## src/rtl/rbfe_pkg.sv

```systemverilog
package rbfe_pkg;

  localparam int unsigned TimeW  = 16;
  localparam int unsigned LevelW = 8;
  localparam int unsigned ElapW  = 17;
  localparam int unsigned StepW  = 8;
  localparam int unsigned NumW   = TimeW + LevelW;
  localparam int unsigned CntW   = 5;
  localparam int unsigned AddrW  = 5;

  localparam logic [ElapW-1:0] ElapMax = '1;

  localparam logic [TimeW-1:0]  MinBrightRst = 16'd60;
  localparam logic [TimeW-1:0]  MaxBrightRst = 16'd120;
  localparam logic [TimeW-1:0]  MinDarkRst   = 16'd10;
  localparam logic [TimeW-1:0]  MaxDarkRst   = 16'd40;
  localparam logic [LevelW-1:0] CeilingRst   = 8'd64;
  localparam logic [StepW-1:0]  StepRst      = 8'd1;

  // divider pass lengths
  localparam logic [CntW-1:0] ModSteps = 5'd16;
  localparam logic [CntW-1:0] EnvSteps = 5'd8;

  localparam logic [2:0] RegMinBright = 3'd0;
  localparam logic [2:0] RegMaxBright = 3'd1;
  localparam logic [2:0] RegMinDark   = 3'd2;
  localparam logic [2:0] RegMaxDark   = 3'd3;
  localparam logic [2:0] RegCeiling   = 3'd4;
  localparam logic [2:0] RegStep      = 3'd5;

  localparam logic [1:0] ModeTick    = 2'd0;
  localparam logic [1:0] ModeSetLim  = 2'd1;
  localparam logic [1:0] ModeRestore = 2'd2;

  typedef struct packed {
    logic [TimeW-1:0]  min_bright;
    logic [TimeW-1:0]  max_bright;
    logic [TimeW-1:0]  min_dark;
    logic [TimeW-1:0]  max_dark;
    logic [LevelW-1:0] ceiling;
    logic [StepW-1:0]  step;
  } cfg_t;

  typedef struct packed {
    logic              start;
    logic [CntW-1:0]   steps;
    logic [TimeW-1:0]  rem_init;
    logic [NumW-1:0]   dividend;
    logic [TimeW-1:0]  divisor;
  } div_req_t;

  typedef struct packed {
    logic              busy;
    logic              done;
    logic [LevelW-1:0] quot;
    logic [TimeW-1:0]  rem;
  } div_rsp_t;

  typedef enum logic [2:0] {
    ST_IDLE,
    ST_DRAW,
    ST_DRAW_WAIT,
    ST_ADVANCE,
    ST_ENV_MUL,
    ST_ENV_DIV,
    ST_ENV_WAIT,
    ST_EMIT
  } st_e;

endpackage

```

## src/rtl/rbfe_cfg.sv

```systemverilog
module rbfe_cfg import rbfe_pkg::*; (
  input  logic             clk_i,
  input  logic             rst_ni,
  input  logic             psel,
  input  logic             penable,
  input  logic             pwrite,
  input  logic [AddrW-1:0] paddr,
  input  logic [31:0]      pwdata,
  output logic [31:0]      prdata,
  output logic             pready,
  output cfg_t             cfg_o
);

  cfg_t       cfg_q, cfg_d;
  logic       wr_en;
  logic [2:0] idx;

  assign pready = 1'b1;
  assign idx    = paddr[AddrW-1:2];
  assign wr_en  = psel && penable && pwrite;

  always_comb begin
    cfg_d = cfg_q;
    if (wr_en) begin
      case (idx)
        RegMinBright: cfg_d.min_bright = pwdata[TimeW-1:0];
        RegMaxBright: cfg_d.max_bright = pwdata[TimeW-1:0];
        RegMinDark:   cfg_d.min_dark   = pwdata[TimeW-1:0];
        RegMaxDark:   cfg_d.max_dark   = pwdata[TimeW-1:0];
        RegCeiling:   cfg_d.ceiling    = pwdata[LevelW-1:0];
        RegStep:      cfg_d.step       = pwdata[StepW-1:0];
        default: ;
      endcase
    end
  end

  always_comb begin
    case (idx)
      RegMinBright: prdata = 32'(cfg_q.min_bright);
      RegMaxBright: prdata = 32'(cfg_q.max_bright);
      RegMinDark:   prdata = 32'(cfg_q.min_dark);
      RegMaxDark:   prdata = 32'(cfg_q.max_dark);
      RegCeiling:   prdata = 32'(cfg_q.ceiling);
      RegStep:      prdata = 32'(cfg_q.step);
      default:      prdata = '0;
    endcase
  end

  always_ff @(posedge clk_i or negedge rst_ni) begin
    if (!rst_ni) begin
      cfg_q.min_bright <= MinBrightRst;
      cfg_q.max_bright <= MaxBrightRst;
      cfg_q.min_dark   <= MinDarkRst;
      cfg_q.max_dark   <= MaxDarkRst;
      cfg_q.ceiling    <= CeilingRst;
      cfg_q.step       <= StepRst;
    end else begin
      cfg_q <= cfg_d;
    end
  end

  assign cfg_o = cfg_q;

endmodule

```

## src/rtl/rbfe_div.sv

```systemverilog
module rbfe_div import rbfe_pkg::*; (
  input  logic     clk_i,
  input  logic     rst_ni,
  input  div_req_t req_i,
  output div_rsp_t rsp_o
);

  logic              busy_q, busy_d;
  logic              done_q, done_d;
  logic [CntW-1:0]   cnt_q, cnt_d;
  logic [TimeW-1:0]  r_q, r_d;
  logic [TimeW-1:0]  d_q, d_d;
  logic [NumW-1:0]   n_q, n_d;
  logic [LevelW-1:0] q_q, q_d;
  logic [TimeW:0]    trial;
  logic              fits;

  // one restoring step per cycle
  assign trial = {r_q, n_q[NumW-1]};
  assign fits  = trial >= {1'b0, d_q};

  always_comb begin
    busy_d = busy_q;
    done_d = 1'b0;
    cnt_d  = cnt_q;
    r_d    = r_q;
    d_d    = d_q;
    n_d    = n_q;
    q_d    = q_q;
    if (req_i.start && !busy_q) begin
      busy_d = 1'b1;
      cnt_d  = req_i.steps;
      r_d    = req_i.rem_init;
      d_d    = req_i.divisor;
      n_d    = req_i.dividend;
      q_d    = '0;
    end else if (busy_q) begin
      r_d   = fits ? TimeW'(trial - {1'b0, d_q}) : trial[TimeW-1:0];
      n_d   = {n_q[NumW-2:0], 1'b0};
      q_d   = {q_q[LevelW-2:0], fits};
      cnt_d = cnt_q - CntW'(1);
      if (cnt_q == CntW'(1)) begin
        busy_d = 1'b0;
        done_d = 1'b1;
      end
    end
  end

  always_ff @(posedge clk_i or negedge rst_ni) begin
    if (!rst_ni) begin
      busy_q <= 1'b0;
      done_q <= 1'b0;
      cnt_q  <= '0;
    end else begin
      busy_q <= busy_d;
      done_q <= done_d;
      cnt_q  <= cnt_d;
    end
  end

  always_ff @(posedge clk_i) begin
    r_q <= r_d;
    d_q <= d_d;
    n_q <= n_d;
    q_q <= q_d;
  end

  assign rsp_o.busy = busy_q;
  assign rsp_o.done = done_q;
  assign rsp_o.quot = q_q;
  assign rsp_o.rem  = r_q;

  a_rem_below_div: assert property (@(posedge clk_i) disable iff (!rst_ni)
    busy_q |-> (r_q < d_q))
    else $error("divider remainder not below divisor");

endmodule

```

## src/rtl/random_blink_fade_envelope.sv

```systemverilog
// A tick's path from acceptance to result is longest on the first tick and on a phase flip, which each add
//   a 16-step modulo pass; the level adds an 8-step divide.
// Throughput: one transaction at a time; limit transactions give no result.
// All division and modulo run through one shared restoring divider.
// Reset: asynchronous, active low; registers at their reset values, dark phase, not started.
module random_blink_fade_envelope import rbfe_pkg::*; (
  input  logic              clk_i,
  input  logic              rst_ni,
  input  logic              psel,
  input  logic              penable,
  input  logic              pwrite,
  input  logic [AddrW-1:0]  paddr,
  input  logic [31:0]       pwdata,
  output logic [31:0]       prdata,
  output logic              pready,
  input  logic              in_valid_i,
  output logic              in_stall_o,
  input  logic [1:0]        mode_i,
  input  logic [LevelW-1:0] limit_value_i,
  input  logic [TimeW-1:0]  random_bits_i,
  output logic              out_valid_o,
  input  logic              out_stall_i,
  output logic [LevelW-1:0] level_o,
  output logic              level_changed_o,
  output logic              bright_phase_o
);

  cfg_t     cfg;
  div_req_t div_req;
  div_rsp_t div_rsp;

  st_e st_q, st_d;

  logic              phase_q, phase_d;
  logic              started_q, started_d;
  logic [ElapW-1:0]  elap_q, elap_d;
  logic [TimeW-1:0]  hold_q, hold_d;
  logic [LevelW-1:0] limit_q, limit_d;
  logic [LevelW-1:0] last_q, last_d;
  logic [TimeW-1:0]  rnd_q, rnd_d;
  logic [NumW-1:0]   mul_q, mul_d;
  logic [LevelW-1:0] lvl_q, lvl_d;
  logic              ov_q, ov_d;
  logic [LevelW-1:0] olvl_q, olvl_d;
  logic              ochg_q, ochg_d;
  logic              ophase_q, ophase_d;

  logic              in_acc;
  logic              out_free;
  logic [TimeW-1:0]  lo, hi;
  logic              range_ok;
  logic [ElapW:0]    sum;
  logic [ElapW-1:0]  sat;
  logic              flip;
  logic [ElapW+3:0]  e10;
  logic              e_below;
  logic              ramp;

  rbfe_cfg u_cfg (
    .clk_i   (clk_i),
    .rst_ni  (rst_ni),
    .psel    (psel),
    .penable (penable),
    .pwrite  (pwrite),
    .paddr   (paddr),
    .pwdata  (pwdata),
    .prdata  (prdata),
    .pready  (pready),
    .cfg_o   (cfg)
  );

  rbfe_div u_div (
    .clk_i  (clk_i),
    .rst_ni (rst_ni),
    .req_i  (div_req),
    .rsp_o  (div_rsp)
  );

  assign in_stall_o = (st_q != ST_IDLE);
  assign in_acc     = in_valid_i && !in_stall_o;
  assign out_free   = !ov_q || !out_stall_i;

  assign lo       = phase_q ? cfg.min_bright : cfg.min_dark;
  assign hi       = phase_q ? cfg.max_bright : cfg.max_dark;
  assign range_ok = hi > lo;

  assign sum     = {1'b0, elap_q} + (ElapW+1)'(cfg.step);
  assign sat     = sum[ElapW] ? ElapMax : sum[ElapW-1:0];
  assign flip    = sat >= ElapW'(hold_q);
  assign e10     = (ElapW+4)'({elap_q, 3'b000}) + (ElapW+4)'({elap_q, 1'b0});
  assign e_below = elap_q < ElapW'(hold_q);
  assign ramp    = e10 < (ElapW+4)'(hold_q);

  always_comb begin
    st_d = st_q;
    case (st_q)
      ST_IDLE: begin
        if (in_acc && mode_i == ModeTick) st_d = started_q ? ST_ADVANCE : ST_DRAW;
      end
      ST_DRAW: begin
        if (range_ok)       st_d = ST_DRAW_WAIT;
        else if (started_q) st_d = ST_ENV_MUL;
        else                st_d = ST_ADVANCE;
      end
      ST_DRAW_WAIT: begin
        if (div_rsp.done) st_d = started_q ? ST_ENV_MUL : ST_ADVANCE;
      end
      ST_ADVANCE: st_d = flip ? ST_DRAW : ST_ENV_MUL;
      ST_ENV_MUL: begin
        if (hold_q == '0)  st_d = ST_EMIT;
        else if (phase_q)  st_d = ramp ? ST_ENV_DIV : ST_EMIT;
        else               st_d = e_below ? ST_ENV_DIV : ST_EMIT;
      end
      ST_ENV_DIV:  st_d = ST_ENV_WAIT;
      ST_ENV_WAIT: begin
        if (div_rsp.done) st_d = ST_EMIT;
      end
      ST_EMIT: begin
        if (out_free) st_d = ST_IDLE;
      end
      default: st_d = ST_IDLE;
    endcase
  end

  always_comb begin
    phase_d   = phase_q;
    started_d = started_q;
    elap_d    = elap_q;
    hold_d    = hold_q;
    limit_d   = limit_q;
    last_d    = last_q;
    rnd_d     = rnd_q;
    mul_d     = mul_q;
    lvl_d     = lvl_q;
    ov_d      = ov_q && out_stall_i;
    olvl_d    = olvl_q;
    ochg_d    = ochg_q;
    ophase_d  = ophase_q;
    div_req   = '0;
    case (st_q)
      ST_IDLE: begin
        if (in_acc) begin
          rnd_d = random_bits_i;
          case (mode_i)
            ModeTick: begin
              if (!started_q) phase_d = 1'b0;
            end
            ModeSetLim:  limit_d = (limit_value_i > cfg.ceiling) ? cfg.ceiling : limit_value_i;
            ModeRestore: limit_d = cfg.ceiling;
            default: ;
          endcase
        end
      end
      ST_DRAW: begin
        if (range_ok) begin
          div_req.start    = 1'b1;
          div_req.steps    = ModSteps;
          div_req.rem_init = '0;
          div_req.dividend = {rnd_q, LevelW'(0)};
          div_req.divisor  = hi - lo;
        end else begin
          hold_d    = lo;
          started_d = 1'b1;
        end
      end
      ST_DRAW_WAIT: begin
        if (div_rsp.done) begin
          hold_d    = lo + div_rsp.rem;
          started_d = 1'b1;
        end
      end
      ST_ADVANCE: begin
        if (flip) begin
          elap_d  = sat - ElapW'(hold_q);
          phase_d = !phase_q;
        end else begin
          elap_d = sat;
        end
      end
      ST_ENV_MUL: begin
        if (hold_q == '0) begin
          lvl_d = phase_q ? limit_q : '0;
        end else if (phase_q) begin
          lvl_d = limit_q;
          mul_d = NumW'(limit_q) * NumW'(e10[TimeW-1:0]);
        end else begin
          lvl_d = '0;
          mul_d = NumW'(limit_q) * NumW'(hold_q - elap_q[TimeW-1:0]);
        end
      end
      ST_ENV_DIV: begin
        div_req.start    = 1'b1;
        div_req.steps    = EnvSteps;
        div_req.rem_init = mul_q[NumW-1:LevelW];
        div_req.dividend = {mul_q[LevelW-1:0], TimeW'(0)};
        div_req.divisor  = hold_q;
      end
      ST_ENV_WAIT: begin
        if (div_rsp.done) lvl_d = div_rsp.quot;
      end
      ST_EMIT: begin
        if (out_free) begin
          ov_d     = 1'b1;
          olvl_d   = lvl_q;
          ochg_d   = lvl_q != last_q;
          ophase_d = phase_q;
          last_d   = lvl_q;
        end
      end
      default: ;
    endcase
  end

  always_ff @(posedge clk_i or negedge rst_ni) begin
    if (!rst_ni) begin
      st_q      <= ST_IDLE;
      phase_q   <= 1'b0;
      started_q <= 1'b0;
      elap_q    <= '0;
      hold_q    <= '0;
      limit_q   <= CeilingRst;
      last_q    <= CeilingRst;
      ov_q      <= 1'b0;
    end else begin
      st_q      <= st_d;
      phase_q   <= phase_d;
      started_q <= started_d;
      elap_q    <= elap_d;
      hold_q    <= hold_d;
      limit_q   <= limit_d;
      last_q    <= last_d;
      ov_q      <= ov_d;
    end
  end

  always_ff @(posedge clk_i) begin
    rnd_q    <= rnd_d;
    mul_q    <= mul_d;
    lvl_q    <= lvl_d;
    olvl_q   <= olvl_d;
    ochg_q   <= ochg_d;
    ophase_q <= ophase_d;
  end

  assign out_valid_o     = ov_q;
  assign level_o         = olvl_q;
  assign level_changed_o = ochg_q;
  assign bright_phase_o  = ophase_q;

  a_div_idle_on_start: assert property (@(posedge clk_i) disable iff (!rst_ni)
    div_req.start |-> !div_rsp.busy)
    else $error("divider started while busy");

  a_env_nonzero_hold: assert property (@(posedge clk_i) disable iff (!rst_ni)
    (st_q == ST_ENV_DIV || st_q == ST_ENV_WAIT) |-> (hold_q != '0))
    else $error("level divide with zero hold time");

  a_level_within_limit: assert property (@(posedge clk_i) disable iff (!rst_ni)
    (st_q == ST_EMIT) |-> (lvl_q <= limit_q))
    else $error("level above limit");

  a_start_in_dark: assert property (@(posedge clk_i) disable iff (!rst_ni)
    $rose(started_q) |-> !phase_q)
    else $error("first hold time not drawn in dark phase");

endmodule
```

## config.mk

```make
export PLATFORM = sky130hd
export DESIGN_NAME = random_blink_fade_envelope
export DESIGN_NICKNAME = d
export VERILOG_FILES = /design/src/rtl/rbfe_pkg.sv /design/src/rtl/rbfe_cfg.sv /design/src/rtl/rbfe_div.sv /design/src/rtl/random_blink_fade_envelope.sv
export SDC_FILE = /design/constraint.sdc
export NUM_CORES = 1
export LEC_CHECK = 0
export BUFFER_PORTS_ARGS = -buffer_cell sky130_fd_sc_hd__buf_2
export CAP_MARGIN = 20
export CORE_MARGIN = 2
export CORE_UTILIZATION = 50
export DETAILED_ROUTE_END_ITERATION = 10
export PLACE_DENSITY = 0.69
export SYNTH_ARGS = -nofsm -noshare
export SYNTH_HDL_FRONTEND = slang
export SYNTH_SLANG_ARGS = --single-unit
```

## constraint.sdc

```tcl
create_clock -name clk_i -period 6.8 [get_ports clk_i]
set_input_delay 1.02 -clock clk_i [delete_from_list [all_inputs] [get_ports clk_i]]
set_output_delay 1.02 -clock clk_i [all_outputs]
set_load 0.01 [all_outputs]
```

==> key figures <==
Synthesis
  – Ys Warns: 0
  – Yosys cell types: 85
  – Syn avg cell area: between 9 and 10 um^2
  – Synthesized flop and latch total: 256
  – Mapped cell area: 25800 um^2
  – Most used DFF post-synth: dfrtp_1
  – Post-synth EDFFs: 106
  – Sequential element share of the synthesized area: 26.8%
  – Mapped Cells: ~2800
  – Post-synth ARST share: 55.5%

Worst setup path
  – Crit-path max cell delay: 0.51 ns
  – Critical Path Fanout Max: 4
  – Critical path's top delay family: adder cells
  – Critical path class: reg2reg
  – CP bufs+invs: 5
  – Required time worst endpoint: 7.13 ns
  – Startpoint type of the worst setup path: flop
  – Most Frequent Cell on Critical Path: fa_1
  – Critical path's slowest cell: fa_1
  – Element type at the critical path end: flop
  – Worst path arrival time: 6.98 ns

Final layout
  – Ratio of cells with drive above 1 in the final layout: 17.5%
  – Multi-input logic area: 17800 um^2
  – Final core utilization: 57.1%
  – Reg area: just under 7000 um^2
  – Commonest non-fill, non-tap cell in the layout: inv_1
  – Fill cell count: 4433
  – NumNets Final: 3412
  – Antenna diodes: 0
  – Area Overhead vs Synth: 13.1%
  – Most frequent cells in the layout: 336 x inv_1, 284 x nand2_1, 218 x ha_1

Detailed routing
  – Final ANT Viol Nets: 0
  – Vias: 20700
  – DR iter-0 viols: 1606
  – Routed WL per cell: 19.5 um
  – Residual DRC: 0
  – Drt pass-1 iters: 6
  – Routed wire length: 70700 um
  – Vias per cell: 5.71

Timing
  – Final period util: 97.8%
  – Slew @ Worst Pin: 1.04 ns
  – Final setup violation count: 0
  – Post-Route Skew: slightly below 0.02 ns
  – Fmax: ~150 MHz
  – Hold Vio Cnt, Final: 0
  – Final WS setup: approximately 0.15 ns
  – Max-slew headroom: 30.9%
  – Fin. max-slew vios: 0
  – Final min period: about 6.7 ns

Global routing
  – GR Util All Layers: a little over a quarter
  – GRT overflow: 0
  – Initial antenna violation count: 2
  – First-pass GRT wire length: between 100000 and 150000 um
  – Vias in the first global route: ~21000
  – Largest net degree at the start of global routing: 75

Die
  – FP Rows: 83
  – I/O pin cnt: 115
  – Core Region: 51200 um^2
  – Die Footprint: ~54000 um^2
  – Die Y: 231 um
  – Initial core utilization: 50.5%
  – Die X: 231 um

Clocking
  – H-tree Lvls: 1
  – Cts bufs inserted: 28
  – CTS Hold Buffers Added: 0
  – Clock transition at path regs: 0.08 ns
  – Clk_lat worst skew: 0.57 ns
  – Root Buffer: clkbuf_16
  – TritonCTS clock tree: yes
  – CTS Sinks: around 260
  – CTS Buffer Depth: 3

Placed design
  – Gpl congestion: 0.949
  – DP Worst Slack: -0.0555 ns
  – HPWL Detailed: between 50000 and 60000 um
  – Port Buf Inserts: 79

Hold path
  – Hold Crit Class: reg2reg

Run
  – Max-cap violation count: 0

Status
  – Status: complete, no violations
## state kept, by name (all words and copies together), names as in the netlist, 3 cells and up
signal	cells
rnd_q	16
u_div.r_q	16
lvl_q	8
last_q	8
u_div.q_q	8
mul_q	24
level_o	8
u_div.n_q	16
st_q	3
limit_q	8
u_div.cnt_q	5
elap_q	17
u_cfg.cfg_o	80
u_div.d_q	16
hold_q	16
## area by class of cell
type / instances / area share, %
Tap cell: 680 / 2.91
Inverter: 346 / 4.44
Clock inverter: 12 / 0.308
Clock buffer: 40 / 2.73
Timing Repair Buffer: 222 / 5.09
Multi-Input combinational cell: 2065 / 60.8
Sequential cell: 256 / 23.7
## worst paths after layout
| path | start | to | slack [ns] | depth (start not counted) |
|---|---|---|---|---|
| worst max-delay path | elap_q[0] | mul_q[21] | 0.15 | 26 |
| worst min-delay path | last_q[6] | last_q[6] | 0.48 | 2 |
| worst max register to register | elap_q[0] | mul_q[21] | 0.15 | 26 |
| worst min register to register | last_q[6] | last_q[6] | 0.48 | 2 |
| max in group asynchronous | rst_ni | phase_q | 4.77 | 2 |
| min in group asynchronous | rst_ni | u_cfg.cfg_o[25] | 0.50 | 1 |
## synthesized netlist by cell type (15+ instances only)
library cell | count | area (um^2)
nand2b_1 | 34 | 213
clkbuf_1 | 73 | 274
buf_4 | 18 | 135
nor3_1 | 42 | 210
o211ai_1 | 18 | 135
and2_1 | 162 | 1010
dfstp_2 | 16 | 420
xnor2_1 | 80 | 701
o21ai_0 | 140 | 701
a22o_1 | 16 | 140
or3_1 | 18 | 113
dfrtp_1 | 126 | 3150
ha_1 | 235 | 2940
nand2_1 | 288 | 1080
mux2_2 | 107 | 1200
o21a_1 | 28 | 210
a31oi_1 | 16 | 100
nor2b_1 | 43 | 269
nand4_1 | 15 | 93.8
nor2_1 | 116 | 435
a22oi_1 | 16 | 120
nand3_1 | 31 | 155
xor2_1 | 49 | 429
inv_1 | 342 | 1280
edfxtp_1 | 106 | 3180
a21o_1 | 38 | 285
mux2i_1 | 50 | 500
a21oi_1 | 116 | 581
fa_1 | 188 | 3760
o22ai_1 | 20 | 125
## cells by family (layout without fill, tap and decap cells)
| kind of cell | Yosys count | in the layout | share of synthesized area [%] |
|---|---|---|---|
| other cells | 2 | 17 | 0.0291 |
| xor+xnor | 129 | 129 | 4.37 |
| fa+ha+maj | 423 | 423 | 25.9 |
| mux | 165 | 165 | 7.30 |
| compound gates | 523 | 523 | 13.0 |
| simple gates | 808 | 808 | 15.6 |
| buf+inv | 453 | 620 | 6.97 |
| flops | 256 | 256 | 26.8 |
## timing repair
action,4_1_cts,5_1_grt
pin swaps,0,70
gates resized for setup,8,104
endpoints found under the setup margin,5,9
setup buffers,0,18
## metal layers
layer,wire (um),vias up,global-route usage (%)
met4,2470,2,8.61
met1,29600,10300,34.0
met2,33900,582,44.2
met5,10,-,0
met3,4690,141,5.25
li1,-,9683,-
## worst min-delay path, delay by kind of cell, from the launching register on
family / cells / cell delay (ns)
simple gates: 2 / 0.10
flops: 1 / 0.38
## metrics by stage
step / hold slack (ns) / TNS [ns] / instances / area (um^2)
after floorplan: 0.442 / 0 / 2774 / 25900
final: 0.482 / 0 / 3621 / 29200
after detailed placement: 0.461 / -0.130 / 3552 / 27600
after global placement: 0.456 / -0.0522 / 3552 / 27600
after CTS: 0.477 / -0.0410 / 3604 / 28600
after global routing: 0.499 / -0.300 / 3621 / 29200
Power is not shown: default switching activity piles up to over one toggle a cycle in this logic, so the estimate is an artifact.
